## src/design/jsv_pkg.sv

```systemverilog
// Shared types, character constants and literal tables for the JSON scalar recognizer.
// Depends on nothing; the top level and the grammar state machine use it.
`default_nettype none

package jsv_pkg;

	typedef enum logic [2:0] {
		ST_OK        = 3'd0,
		ST_EXPECT    = 3'd1,
		ST_INVALID   = 3'd2,
		ST_NOTSINGLE = 3'd3,
		ST_STRING    = 3'd4
	} status_t;

	typedef enum logic [1:0] {
		TY_NULL   = 2'd0,
		TY_FALSE  = 2'd1,
		TY_TRUE   = 2'd2,
		TY_NUMBER = 2'd3
	} vtype_t;

	typedef struct packed {
		logic    done_res;
		status_t status;
		vtype_t  value_type;
	} res_t;

	localparam logic [7:0] CH_NUL   = 8'h00;
	localparam logic [7:0] CH_TAB   = 8'h09;
	localparam logic [7:0] CH_LF    = 8'h0A;
	localparam logic [7:0] CH_CR    = 8'h0D;
	localparam logic [7:0] CH_SPACE = 8'h20;
	localparam logic [7:0] CH_QUOTE = 8'h22;
	localparam logic [7:0] CH_PLUS  = 8'h2B;
	localparam logic [7:0] CH_MINUS = 8'h2D;
	localparam logic [7:0] CH_DOT   = 8'h2E;
	localparam logic [7:0] CH_0     = 8'h30;
	localparam logic [7:0] CH_9     = 8'h39;
	localparam logic [7:0] CH_UP_E  = 8'h45;
	localparam logic [7:0] CH_A     = 8'h61;
	localparam logic [7:0] CH_E     = 8'h65;
	localparam logic [7:0] CH_F     = 8'h66;
	localparam logic [7:0] CH_L     = 8'h6C;
	localparam logic [7:0] CH_N     = 8'h6E;
	localparam logic [7:0] CH_R     = 8'h72;
	localparam logic [7:0] CH_S     = 8'h73;
	localparam logic [7:0] CH_T     = 8'h74;
	localparam logic [7:0] CH_U     = 8'h75;

	function automatic logic is_space(input logic [7:0] c);
		return (c == CH_SPACE) || (c == CH_TAB) || (c == CH_LF) || (c == CH_CR);
	endfunction

	function automatic logic is_digit(input logic [7:0] c);
		return (c >= CH_0) && (c <= CH_9);
	endfunction

	// Length of a literal; the number kind falls back to the null spelling.
	function automatic logic [2:0] lit_len(input vtype_t kind);
		logic [2:0] len;
		case (kind)
			TY_FALSE: len = 3'd5;
			default:  len = 3'd4;
		endcase
		return len;
	endfunction

	// Expected letter at a given position of a literal.
	function automatic logic [7:0] lit_char(input vtype_t kind, input logic [2:0] pos);
		logic [7:0] ch;
		ch = CH_NUL;
		case (kind)
			TY_FALSE: begin
				case (pos)
					3'd0: ch = CH_F;
					3'd1: ch = CH_A;
					3'd2: ch = CH_L;
					3'd3: ch = CH_S;
					3'd4: ch = CH_E;
					default: ch = CH_NUL;
				endcase
			end
			TY_TRUE: begin
				case (pos)
					3'd0: ch = CH_T;
					3'd1: ch = CH_R;
					3'd2: ch = CH_U;
					3'd3: ch = CH_E;
					default: ch = CH_NUL;
				endcase
			end
			default: begin
				case (pos)
					3'd0: ch = CH_N;
					3'd1: ch = CH_U;
					3'd2: ch = CH_L;
					3'd3: ch = CH_L;
					default: ch = CH_NUL;
				endcase
			end
		endcase
		return ch;
	endfunction

endpackage

`default_nettype wire

```

## src/design/jsv_in_if.sv

```systemverilog
// Byte stream channel into the recognizer: valid/ready plus one text byte.
// No dependencies.
`default_nettype none

interface jsv_in_if;
	logic       valid;
	logic       ready;
	logic [7:0] text_char;

	modport source (output valid, output text_char, input ready);
	modport sink (input valid, input text_char, output ready);
endinterface

`default_nettype wire

```

## src/design/jsv_out_if.sv

```systemverilog
// Result channel out of the recognizer: valid/ready plus decision, status and type.
// No dependencies.
`default_nettype none

interface jsv_out_if;
	logic       valid;
	logic       ready;
	logic       done_res;
	logic [2:0] status;
	logic [1:0] value_type;

	modport source (output valid, output done_res, output status, output value_type,
		input ready);
	modport sink (input valid, input done_res, input status, input value_type,
		output ready);
endinterface

`default_nettype wire

```

## src/design/json_scalar_value_recognizer.sv

```systemverilog
// JSON scalar value recognizer, top level. Depends on jsv_pkg, jsv_in_if,
// jsv_out_if and jsv_parser.
//
// The block takes one byte of JSON text per transaction, a zero byte ending
// each document, and returns exactly one result transaction per byte. It
// accepts a byte in every cycle while results.ready is high. The byte is
// captured in an input register, then the grammar state machine decodes it
// and writes the result register. The only loop is the parse state feeding
// back through one byte decode, so the sustained rate is one byte per clock
// as long as the result side keeps ready high. A result with done_res set
// carries the status of the document (ok with null/false/true/number,
// expect_value, invalid_value, root_not_singular, or string_unsupported for
// a quoted value); bytes after a decision return done_res low until the zero
// byte, which restarts parsing.
`default_nettype none

module json_scalar_value_recognizer (
	input wire logic  clk,
	input wire logic  arst_n,
	jsv_in_if.sink    chars,
	jsv_out_if.source results
);

	logic          valid_s1;
	logic [7:0]    char_s1;
	logic          valid_s2;
	logic          advance;
	logic          step;
	jsv_pkg::res_t result_s2;

	// The result register moves when it is empty or being taken.
	assign advance     = !valid_s2 || results.ready;
	assign step        = valid_s1 && advance;
	assign chars.ready = !valid_s1 || advance;

	always_ff @(posedge clk or negedge arst_n) begin
		if (!arst_n) begin
			valid_s1 <= 1'b0;
			char_s1  <= 8'd0;
			valid_s2 <= 1'b0;
		end else begin
			if (chars.ready) begin
				valid_s1 <= chars.valid;
				char_s1  <= chars.text_char;
			end
			if (advance) begin
				valid_s2 <= valid_s1;
			end
		end
	end

	jsv_parser u_parser (
		.clk       (clk),
		.arst_n    (arst_n),
		.step      (step),
		.text_char (char_s1),
		.result_s2 (result_s2)
	);

	assign results.valid      = valid_s2;
	assign results.done_res   = result_s2.done_res;
	assign results.status     = result_s2.status;
	assign results.value_type = result_s2.value_type;

	// A byte waiting in the input register while the output stalls stays put.
	a_s1_hold: assert property (@(posedge clk) disable iff (!arst_n)
		valid_s1 && !advance |=> valid_s1 && $stable(char_s1))
		else $error("input stage lost or changed a waiting byte");

	// An accepted byte always lands in the input register.
	a_s1_fill: assert property (@(posedge clk) disable iff (!arst_n)
		chars.valid && chars.ready |=> valid_s1)
		else $error("accepted byte missing from input stage");

	// Without a decision, status and type read as zero.
	a_idle_zero: assert property (@(posedge clk) disable iff (!arst_n)
		results.valid && !results.done_res |->
		results.status == jsv_pkg::ST_OK && results.value_type == jsv_pkg::TY_NULL)
		else $error("undecided result carries a status");

	// A failed document never reports a value type.
	a_fail_type: assert property (@(posedge clk) disable iff (!arst_n)
		results.valid && results.done_res && results.status != jsv_pkg::ST_OK |->
		results.value_type == jsv_pkg::TY_NULL)
		else $error("value type reported with a failing status");

endmodule

`default_nettype wire

```

## src/design/jsv_parser.sv

```systemverilog
// Grammar state machine: holds the parse phase and the result register, and
// consumes one byte per step. Depends on jsv_pkg.
`default_nettype none

module jsv_parser (
	input  wire logic          clk,
	input  wire logic          arst_n,
	input  wire logic          step,
	input  wire logic [7:0]    text_char,
	output jsv_pkg::res_t      result_s2
);

	typedef enum logic [3:0] {
		PH_LEAD    = 4'd0,
		PH_LITERAL = 4'd1,
		PH_SIGN    = 4'd2,
		PH_ZERO    = 4'd3,
		PH_INT     = 4'd4,
		PH_DOT     = 4'd5,
		PH_FRAC    = 4'd6,
		PH_EXP     = 4'd7,
		PH_EXPSIGN = 4'd8,
		PH_EXPDIG  = 4'd9,
		PH_TRAIL   = 4'd10
	} phase_t;

	phase_t           phase_q, phase_d;
	logic [2:0]       lit_pos_q, pos_d, pos_inc;
	jsv_pkg::vtype_t  lit_kind_q, kind_d;
	logic             decided_q, decided_d;
	jsv_pkg::res_t    res_d;

	logic             dec, num_end, is_ex, lit_match;
	jsv_pkg::status_t dec_st;
	jsv_pkg::vtype_t  dec_ty;

	assign is_ex     = (text_char == jsv_pkg::CH_E) || (text_char == jsv_pkg::CH_UP_E);
	assign pos_inc   = lit_pos_q + 3'd1;
	assign lit_match = (lit_pos_q < jsv_pkg::lit_len(lit_kind_q)) &&
		(text_char == jsv_pkg::lit_char(lit_kind_q, lit_pos_q));

	always_comb begin
		phase_d   = phase_q;
		pos_d     = lit_pos_q;
		kind_d    = lit_kind_q;
		decided_d = decided_q;
		res_d     = '0;
		dec       = 1'b0;
		num_end   = 1'b0;
		dec_st    = jsv_pkg::ST_OK;
		dec_ty    = jsv_pkg::TY_NULL;

		if (decided_q) begin
			// Bytes after a decision are dropped; the zero byte restarts.
			if (text_char == jsv_pkg::CH_NUL) begin
				phase_d   = PH_LEAD;
				pos_d     = 3'd0;
				kind_d    = jsv_pkg::TY_NULL;
				decided_d = 1'b0;
			end
		end else begin
			case (phase_q)
				PH_LITERAL: begin
					if (lit_match) begin
						pos_d = pos_inc;
						if (pos_inc >= jsv_pkg::lit_len(lit_kind_q)) begin
							phase_d = PH_TRAIL;
						end
					end else begin
						dec    = 1'b1;
						dec_st = jsv_pkg::ST_INVALID;
					end
				end
				PH_SIGN: begin
					if (text_char == jsv_pkg::CH_0) begin
						phase_d = PH_ZERO;
					end else if (jsv_pkg::is_digit(text_char)) begin
						phase_d = PH_INT;
					end else begin
						dec    = 1'b1;
						dec_st = jsv_pkg::ST_INVALID;
					end
				end
				PH_ZERO: begin
					if (text_char == jsv_pkg::CH_DOT) begin
						phase_d = PH_DOT;
					end else if (is_ex) begin
						phase_d = PH_EXP;
					end else begin
						num_end = 1'b1;
					end
				end
				PH_INT: begin
					if (jsv_pkg::is_digit(text_char)) begin
						phase_d = PH_INT;
					end else if (text_char == jsv_pkg::CH_DOT) begin
						phase_d = PH_DOT;
					end else if (is_ex) begin
						phase_d = PH_EXP;
					end else begin
						num_end = 1'b1;
					end
				end
				PH_DOT: begin
					if (jsv_pkg::is_digit(text_char)) begin
						phase_d = PH_FRAC;
					end else begin
						dec    = 1'b1;
						dec_st = jsv_pkg::ST_INVALID;
					end
				end
				PH_FRAC: begin
					if (jsv_pkg::is_digit(text_char)) begin
						phase_d = PH_FRAC;
					end else if (is_ex) begin
						phase_d = PH_EXP;
					end else begin
						num_end = 1'b1;
					end
				end
				PH_EXP: begin
					if (text_char == jsv_pkg::CH_PLUS || text_char == jsv_pkg::CH_MINUS) begin
						phase_d = PH_EXPSIGN;
					end else if (jsv_pkg::is_digit(text_char)) begin
						phase_d = PH_EXPDIG;
					end else begin
						dec    = 1'b1;
						dec_st = jsv_pkg::ST_INVALID;
					end
				end
				PH_EXPSIGN: begin
					if (jsv_pkg::is_digit(text_char)) begin
						phase_d = PH_EXPDIG;
					end else begin
						dec    = 1'b1;
						dec_st = jsv_pkg::ST_INVALID;
					end
				end
				PH_EXPDIG: begin
					if (jsv_pkg::is_digit(text_char)) begin
						phase_d = PH_EXPDIG;
					end else begin
						num_end = 1'b1;
					end
				end
				PH_TRAIL: begin
					if (text_char == jsv_pkg::CH_NUL) begin
						dec    = 1'b1;
						dec_st = jsv_pkg::ST_OK;
						dec_ty = lit_kind_q;
					end else if (!jsv_pkg::is_space(text_char)) begin
						dec    = 1'b1;
						dec_st = jsv_pkg::ST_NOTSINGLE;
					end
				end
				default: begin
					// Leading whitespace; unused phase codes behave the same way.
					if (jsv_pkg::is_space(text_char)) begin
						phase_d = PH_LEAD;
					end else if (text_char == jsv_pkg::CH_NUL) begin
						dec    = 1'b1;
						dec_st = jsv_pkg::ST_EXPECT;
					end else if (text_char == jsv_pkg::CH_N) begin
						kind_d  = jsv_pkg::TY_NULL;
						pos_d   = 3'd1;
						phase_d = PH_LITERAL;
					end else if (text_char == jsv_pkg::CH_F) begin
						kind_d  = jsv_pkg::TY_FALSE;
						pos_d   = 3'd1;
						phase_d = PH_LITERAL;
					end else if (text_char == jsv_pkg::CH_T) begin
						kind_d  = jsv_pkg::TY_TRUE;
						pos_d   = 3'd1;
						phase_d = PH_LITERAL;
					end else if (text_char == jsv_pkg::CH_QUOTE) begin
						dec    = 1'b1;
						dec_st = jsv_pkg::ST_STRING;
					end else if (text_char == jsv_pkg::CH_MINUS) begin
						kind_d  = jsv_pkg::TY_NUMBER;
						phase_d = PH_SIGN;
					end else if (text_char == jsv_pkg::CH_0) begin
						kind_d  = jsv_pkg::TY_NUMBER;
						phase_d = PH_ZERO;
					end else if (jsv_pkg::is_digit(text_char)) begin
						kind_d  = jsv_pkg::TY_NUMBER;
						phase_d = PH_INT;
					end else begin
						dec    = 1'b1;
						dec_st = jsv_pkg::ST_INVALID;
					end
				end
			endcase

			// A complete number meets a byte that cannot extend it.
			if (num_end) begin
				if (jsv_pkg::is_space(text_char)) begin
					phase_d = PH_TRAIL;
				end else if (text_char == jsv_pkg::CH_NUL) begin
					dec    = 1'b1;
					dec_st = jsv_pkg::ST_OK;
					dec_ty = jsv_pkg::TY_NUMBER;
				end else begin
					dec    = 1'b1;
					dec_st = jsv_pkg::ST_NOTSINGLE;
				end
			end

			if (dec) begin
				res_d.done_res   = 1'b1;
				res_d.status     = dec_st;
				res_d.value_type = (dec_st == jsv_pkg::ST_OK) ? dec_ty : jsv_pkg::TY_NULL;
				phase_d          = PH_LEAD;
				pos_d            = 3'd0;
				kind_d           = jsv_pkg::TY_NULL;
				decided_d        = (text_char != jsv_pkg::CH_NUL);
			end
		end
	end

	always_ff @(posedge clk or negedge arst_n) begin
		if (!arst_n) begin
			phase_q    <= PH_LEAD;
			lit_pos_q  <= 3'd0;
			lit_kind_q <= jsv_pkg::TY_NULL;
			decided_q  <= 1'b0;
			result_s2  <= '0;
		end else if (step) begin
			phase_q    <= phase_d;
			lit_pos_q  <= pos_d;
			lit_kind_q <= kind_d;
			decided_q  <= decided_d;
			result_s2  <= res_d;
		end
	end

endmodule

`default_nettype wire
```

## src/flat_wrapper.sv

```systemverilog
// flat-port wrapper written by rule: the top's interface ports become plain ports
module json_scalar_value_recognizer_flat 
  (clk, arst_n, chars_valid, chars_text_char, chars_ready, results_valid, results_done_res, results_status, results_value_type, results_ready);
  jsv_in_if chars_i ();
  jsv_out_if results_i ();
  input wire logic clk;
  input wire logic arst_n;
  input wire logic [$bits(chars_i.valid)-1:0] chars_valid;
  input wire logic [$bits(chars_i.text_char)-1:0] chars_text_char;
  output wire logic [$bits(chars_i.ready)-1:0] chars_ready;
  output wire logic [$bits(results_i.valid)-1:0] results_valid;
  output wire logic [$bits(results_i.done_res)-1:0] results_done_res;
  output wire logic [$bits(results_i.status)-1:0] results_status;
  output wire logic [$bits(results_i.value_type)-1:0] results_value_type;
  input wire logic [$bits(results_i.ready)-1:0] results_ready;
  assign chars_i.valid = chars_valid;
  assign chars_i.text_char = chars_text_char;
  assign chars_ready = chars_i.ready;
  assign results_valid = results_i.valid;
  assign results_done_res = results_i.done_res;
  assign results_status = results_i.status;
  assign results_value_type = results_i.value_type;
  assign results_i.ready = results_ready;
  json_scalar_value_recognizer u_core (.clk(clk), .arst_n(arst_n), .chars(chars_i), .results(results_i));
endmodule
```

## config.mk

```make
export PLATFORM = sky130hd
export DESIGN_NAME = json_scalar_value_recognizer_flat
export DESIGN_NICKNAME = d
export VERILOG_FILES = /design/src/design/jsv_pkg.sv /design/src/design/jsv_in_if.sv /design/src/design/jsv_out_if.sv /design/src/design/json_scalar_value_recognizer.sv /design/src/design/jsv_parser.sv /design/src/flat_wrapper.sv
export SDC_FILE = /design/constraint.sdc
export NUM_CORES = 1
export LEC_CHECK = 0
export ABC_AREA = 1
export BUFFER_PORTS_ARGS = -buffer_cell sky130_fd_sc_hd__buf_2
export CAP_MARGIN = 20
export CORE_MARGIN = 1.5
export CORE_UTILIZATION = 55
export DETAILED_ROUTE_END_ITERATION = 10
export GPL_ROUTABILITY_DRIVEN = 0
export PLACE_DENSITY = 0.83
export SLEW_MARGIN = 25
export SYNTH_ARGS = -nofsm -noshare
export SYNTH_HDL_FRONTEND = slang
export SYNTH_SLANG_ARGS = --single-unit
```

## constraint.sdc

```tcl
create_clock -name clk -period 1.97 [get_ports clk]
set_input_delay 0 -clock clk [delete_from_list [all_inputs] [get_ports clk]]
set_output_delay 0 -clock clk [all_outputs]
set_load 0.005 [all_outputs]
```

Word level (Yosys, flattened, before mapping). Cells that the tools add are included.

Register bits: 26. Word-level logic and storage cells: 189.

Equality and inequality tests: 40. Muxes and demuxes: 107. Add/sub/neg operators: 1. Magnitude comparators: 4. Reduce and logical (&&, ||, !) cells: 27.

Operators with widths (number): $mux W4 (23); $mux W3 (23); $mux W2 (25); $eq A8 B6 Y1 const B (6); $eq A8 B7 Y1 const B (5); $pmux W4 S9 (1); $pmux W7 S5 (1); $pmux W7 S4 (1); $mux W1 (25); $eq A8 B4 Y1 const B (3); $pmux W7 S3 (1); $pmux W3 S6 (1); $eq A4 B3 Y1 const B (4); $pmux W8 S2 (1); $reduce_bool A8 Y1 (2); $reduce_and A7 Y1 (2); $eq A4 B4 Y1 const B (3); $mux W6 (2); $reduce_or A10 Y1 (1); $reduce_or A9 Y1 (1); $eq A4 B2 Y1 const B (2); $eq A8 B8 Y1 (1); $ge A8 B6 Y1 const B (1); $le A8 B6 Y1 const B (1); other kinds (27) (43).

Longest topological paths before layout.
Depth in word-level cells: 19. Mapped depth: 20. Gate-level depth less buffers: 20.

By module. Synthesis repeated with hierarchy kept, for this count alone.

Cell total of the unflattened synthesis: 409. Area, all modules: 2512.4 µm².

By module, submodules not included: jsv_parser (cells an instance 364, area each 2077.0 µm², sequential area each 400.4 µm², times used 1); json_scalar_value_recognizer (cells an instance 45, area each 435.4 µm², sequential area each 250.2 µm², times used 1).

Least setup slack after synthesis. No wires, ideal clock.

Kind: reg2reg. Start: register u_core.u_parser.lit_kind_q[0]. End: register u_core.u_parser.result_s2[0] (netlist name). Path slack: -0.187 ns. Cell stages (with the launch flop): 17. Arrival time: 2.041 ns. Clock period less this slack: 2.157 ns. Library setup time: 0.116 ns. Required time: 1.854 ns. Cells stage by stage: dfrtp_1 -> inv_1 -> ha_1 -> clkbuf_1 -> inv_1 -> nand3_1 -> nand2_1 -> nand2_1 -> nand3_1 -> nor2_1 -> nand3_1 -> o21bai_4 -> nand4_4 -> nand2_2 -> inv_1 -> nand2_1 -> nand2_1.

Cells in the longest elaborated chain, start to end: 13. Elaborated cells between the ends (all ways): 26.

RTL lines: start, declared (RTL line jsv_parser.sv:29) `jsv_pkg::vtype_t lit_kind_q, kind_d;`; start signal, assigned (RTL line jsv_parser.sv:224) `lit_kind_q <= jsv_pkg::TY_NULL;`; start signal, assigned (RTL line jsv_parser.sv:230) `lit_kind_q <= kind_d;`; $eq A2 B1 Y1 or $eq A2 B2 Y1 (tied branches) (RTL line jsv_pkg.sv:61, jsv_pkg.sv:72); $mux W1 or $pmux W8 S2 (tied branches) (RTL line jsv_pkg.sv:61, jsv_pkg.sv:72); $lt A3 B3 Y1 or $eq A8 B8 Y1 (tied branches) (RTL line jsv_parser.sv:39, jsv_parser.sv:40); $logic_and A1 B1 Y1 (RTL line jsv_parser.sv:39) `assign lit_match = (lit_pos_q < jsv_pkg::lit_len(lit_kind_q)) &&`; $mux W2 (RTL line jsv_parser.sv:64) `if (lit_match) begin`; $pmux W3 S6 (RTL line jsv_parser.sv:62) `case (phase_q)`; $mux W3 (RTL line jsv_parser.sv:196) `if (jsv_pkg::is_space(text_char)) begin`; $mux W3 (RTL line jsv_parser.sv:195) `if (num_end) begin`; $mux W3 (RTL line jsv_parser.sv:53) `if (decided_q) begin`; $logic_not A3 Y1 (RTL line jsv_parser.sv:211) `res_d.value_type = (dec_st == jsv_pkg::ST_OK) ? dec_ty : jsv_pkg::TY_NULL;`; $mux W2 (RTL line jsv_parser.sv:211); $mux W6 * (RTL line jsv_parser.sv:208) `if (dec) begin`; $mux W6 * (RTL line jsv_parser.sv:53).

Every way passes the cells marked *; elsewhere a longest branch is shown, timed or not. The select of a mux whose other input is x is not followed. A chain may end at the register's enable or synchronous reset.

Worst setup path in the final report.
Start: register u_core.u_parser.lit_pos_q[0]. End: register u_core.u_parser.lit_pos_q[0].

Cells in the longest elaborated chain, start to end: 13. Elaborated cells between the ends (all ways): 29.

RTL lines: start, declared (RTL line jsv_parser.sv:28) `logic [2:0] lit_pos_q, pos_d, pos_inc;`; start signal, assigned (RTL line jsv_parser.sv:229) `lit_pos_q <= pos_d;`; $eq A3 B2 Y1 (RTL line jsv_pkg.sv:74, jsv_pkg.sv:84, jsv_pkg.sv:93); $reduce_or A2 Y1 (no line); $pmux W7 S3 (RTL line jsv_pkg.sv:93) `case (pos)`; $pmux W8 S2 (RTL line jsv_pkg.sv:72) `case (kind)`; $eq A8 B8 Y1 (RTL line jsv_parser.sv:40) `(text_char == jsv_pkg::lit_char(lit_kind_q, lit_pos_q));`; $logic_and A1 B1 Y1 (RTL line jsv_parser.sv:39); $mux W1 (RTL line jsv_parser.sv:64); $pmux W1 S6 (RTL line jsv_parser.sv:62); $mux W1 (RTL line jsv_parser.sv:196); $mux W1 (RTL line jsv_parser.sv:195); $mux W1 (RTL line jsv_parser.sv:53); $ne A4 B2 Y1 (no line) (tied with other cells); $reduce_and A7 Y1 (no line) or $mux W3 (tied branches).

Several ways; a longest one is shown, not always the timed one. The select of a mux whose other input is x is not followed.

==> results.json <==
{
  "routed_wl_um": 9850,
  "die-width_um": 68.7,
  "slew_headroom": 0.563,
  "wl_per_cell_um": 18.5,
  "start_kind": "flop",
  "power.leakage_nw": 1.75,
  "firstDrtPassIters": 6,
  "syn_avg_cell_area_um2": 6.26,
  "hold_path_end": "u_core.results.valid",
  "netlist_instances": 379,
  "switching_share": 0.490,
  "n_fill_cell": 256,
  "io_buffers": 19,
  "yosys.area.top_type": "dfrtp_1",
  "cts_tree": "done",
  "vias": 3381,
  "yosysTopAreaCellShare": 0.274,
  "h-tree-depth": 1,
  "violations": "negative setup slack",
  "cts_root_buf": "clkbuf_8",
  "r2r-end": "u_core.u_parser.lit_pos_q[0]",
  "track_usage": 0.397,
  "ys_warn_count": 0,
  "initial_utilization": 0.581,
  "worst_slew_pin_slew_ns": 0.656,
  "cap_violations": 0,
  "clock_sinks": 26,
  "die_h_um": 68.7,
  "finalSetupViolations": 16,
  "num_rows": 23,
  "internal_power_w": 0.00198,
  "dieArea_um2": 4720,
  "timing.final.crit_share": 1.36,
  "gr-total-overflow": 0,
  "final_hold_viol_count": 0,
  "ir_drop_mv": 0.871,
  "avgViaCountPerCell": 6.37,
  "yosysSeqAreaShare": 0.274,
  "grt_pass1_vias": 2982,
  "synth-edff-count": 0,
  "pwr-share-comb": 0.689,
  "p_clk_frac": 0.122,
  "core_um2": 4090,
  "pre_cts_ws_ns": -0.341,
  "clk_pin_slew_ns": 0.10,
  "synth_area_leaders": "dfrtp_1 27%, nand2_1 19%, inv_1 6.8%",
  "drv_slew": 0,
  "ys.flop_type": "dfrtp_1",
  "worst_ep_required_time_ns": 2.19,
  "diodes": 0,
  "endpoint_kind": "flop",
  "grt_antenna_before_repair": 0,
  "critPathArrivalTime_ns": 2.89,
  "skew_ns": 0.00805,
  "reg2reg_from": "u_core.u_parser.lit_pos_q[0]",
  "num_io_pins": 20,
  "drc": 0,
  "clockBufferDepth": 2,
  "drt.antenna.violating_nets": 0,
  "max_freq_mhz": 374,
  "yosysUniqueCellTypes": 39,
  "syn_area_um2": 2370,
  "worstHoldStart": "results_ready",
  "drive_above_1_share": 0.331,
  "nNetsFinal": 504,
  "rrSetupSlack_ns": -0.71,
  "grt_max_degree": 27,
  "synthesis.nets": 401,
  "path_class": "reg -> reg",
  "drtIter0Drc": 471,
  "crit_fanout": 5,
  "seqPwrFrac": 0.189,
  "fin_util": 0.825,
  "clk_latency_ns": 0.29,
  "ff2ff_path_depth": 16,
  "rsz0062_at_grt": "true",
  "power.density_nw_per_um2": 1150,
  "period_needed_ns": 2.68,
  "grt_pass1_wl_um": 13800,
  "cts_buffers": 3,
  "syn2layout_area_growth_pct": 42.1,
  "p_switching_w": 0.00190,
  "synth_seq_cells": 26,
  "fin_ws_ns": -0.706,
  "whs_path_depth": 4,
  "outcome": "finished, violations left",
  "dp_hpwl_um": 5800,
  "synthArstFlopShare": 1.00,
  "min_path_type": "in -> reg"
}
-- layout by cell type, fill, tap and decap left out, types with 9 or more instances in the layout --
master         Yosys  layout
inv_2             12      15
nor2_1            37      32
inv_1             43      40
dfrtp_1           26      26
a21oi_1           17      16
nand2_1          123     121
buf_4              0      70
nand3_1           29      23
buf_2              1      19
o21ai_0           25      25
nand3_2            3       9
dlygate4sd3_1      0      10
-- state kept, by name, summed over array words and instances (netlist names) --
signal and cells:
u_core.u_parser.result_s2 6, u_core.u_parser.lit_pos_q 3, u_core.char_s1 8, u_core.u_parser.decided_q 1, u_core.valid_s1 1, u_core.results.valid 1, u_core.u_parser.phase_q 4, u_core.u_parser.lit_kind_q 2
-- cell families (layout without fill, tap and decap cells) --
family | after synthesis | in the layout | share of synthesized area
compound gates | 64 | 64 | 0.161
fa+ha+maj | 10 | 10 | 0.0527
buf+inv | 59 | 160 | 0.0938
flops | 26 | 26 | 0.274
mux | 2 | 2 | 0.00949
simple gates | 218 | 219 | 0.409
-- critical path: stages (launching register included) --
cell	delay (ns)
dfrtp_1	0.43
inv_2	0.08
ha_2	0.22
o21ai_4	0.19
nand3_1	0.15
nand2_1	0.14
nand3_2	0.10
nand2_1	0.09
nand2_1	0.06
nand2_1	0.07
nand3_2	0.12
o21bai_4	0.28
nand2_1	0.12
nand2_2	0.13
buf_4	0.13
nand4_1	0.16
nand2_1	0.13
-- cell type report --
type / instances / area (um^2) / area share
well taps: 50 / 62.6 / 0.0185
inverters: 56 / 210 / 0.0623
repair buffers: 100 / 732 / 0.217
flip-flops and latches: 26 / 651 / 0.193
clock inverters: 1 / 30.0 / 0.00890
clock buffers: 3 / 41.3 / 0.0122
multi-input cells: 295 / 1650 / 0.488
-- Yosys cell counts (2+ instances only) --
library cell,instances
nand2_1,123
inv_1,43
nor2_1,37
nand3_1,29
dfrtp_1,26
o21ai_0,25
a21oi_1,17
inv_2,12
ha_1,10
nor3_1,6
o21ai_1,5
nand4_1,4
nor2_2,4
o21bai_1,4
nand3_2,3
nor2_4,3
clkbuf_1,2
mux2_2,2
nand2_2,2
o2111ai_1,2
o21ai_2,2
-- power groups by stage --
stage	clock network [W]	registers (W)	logic [W]
CTS	0.000462	0.000717	0.00223
finish	0.000471	0.000733	0.00267
global route	0.000476	0.000736	0.00286
floorplan	0	0.000702	0.00129
global placement	0	0.000722	0.00208
detailed placement	0	0.000725	0.00214
-- worst max path at each step --
| stage | start | end | slack, ns |
|---|---|---|---|
| final | u_core.u_parser.lit_pos_q[0] | u_core.u_parser.lit_pos_q[0] | -0.71 |
| after global placement | u_core.u_parser.lit_kind_q[0] | u_core.u_parser.result_s2[1] | -0.25 |
| after global routing | u_core.u_parser.lit_pos_q[0] | u_core.u_parser.lit_kind_q[0] | -1.06 |
| after detailed placement | u_core.u_parser.lit_pos_q[1] | u_core.u_parser.result_s2[1] | -0.34 |
| after floorplan | u_core.u_parser.lit_pos_q[0] | u_core.u_parser.result_s2[0] | -0.1 |
| after CTS | u_core.u_parser.lit_pos_q[1] | u_core.u_parser.result_s2[0] | -0.36 |
-- through the flow --
step	power [W]	TNS, ns	std cells	hold WS [ns]	cell area (um^2)
6_report	0.00387	-9.51	531	0.0594	3370
5_1_grt	0.00407	-14.67	531	0.0622	3370
4_1_cts	0.00341	-5.19	527	0.00796	3250
3_5_place_dp	0.00286	-4.78	513	0.0539	3060
3_3_place_gp	0.00280	-3.34	513	0.0418	3060
2_1_floorplan	0.00199	-0.853	379	-0.296	2400
-- layer usage --
metal / wire length (um) / global-route usage
met3: 1180 / 0.102
met1: 3310 / 0.461
met5: 0 / 0
met4: 855 / 0.275
met2: 4500 / 0.639
-- repair_timing --
item,in CTS,in global routing
setup endpoints to repair,16,16
resized for setup,5,22
hold buffers,10,0
buffers inserted,0,3
pin swaps,3,4
gates cloned,0,1
endpoints found under the hold margin,35,0
No activity file was read; power rests on OpenSTA's default activity.
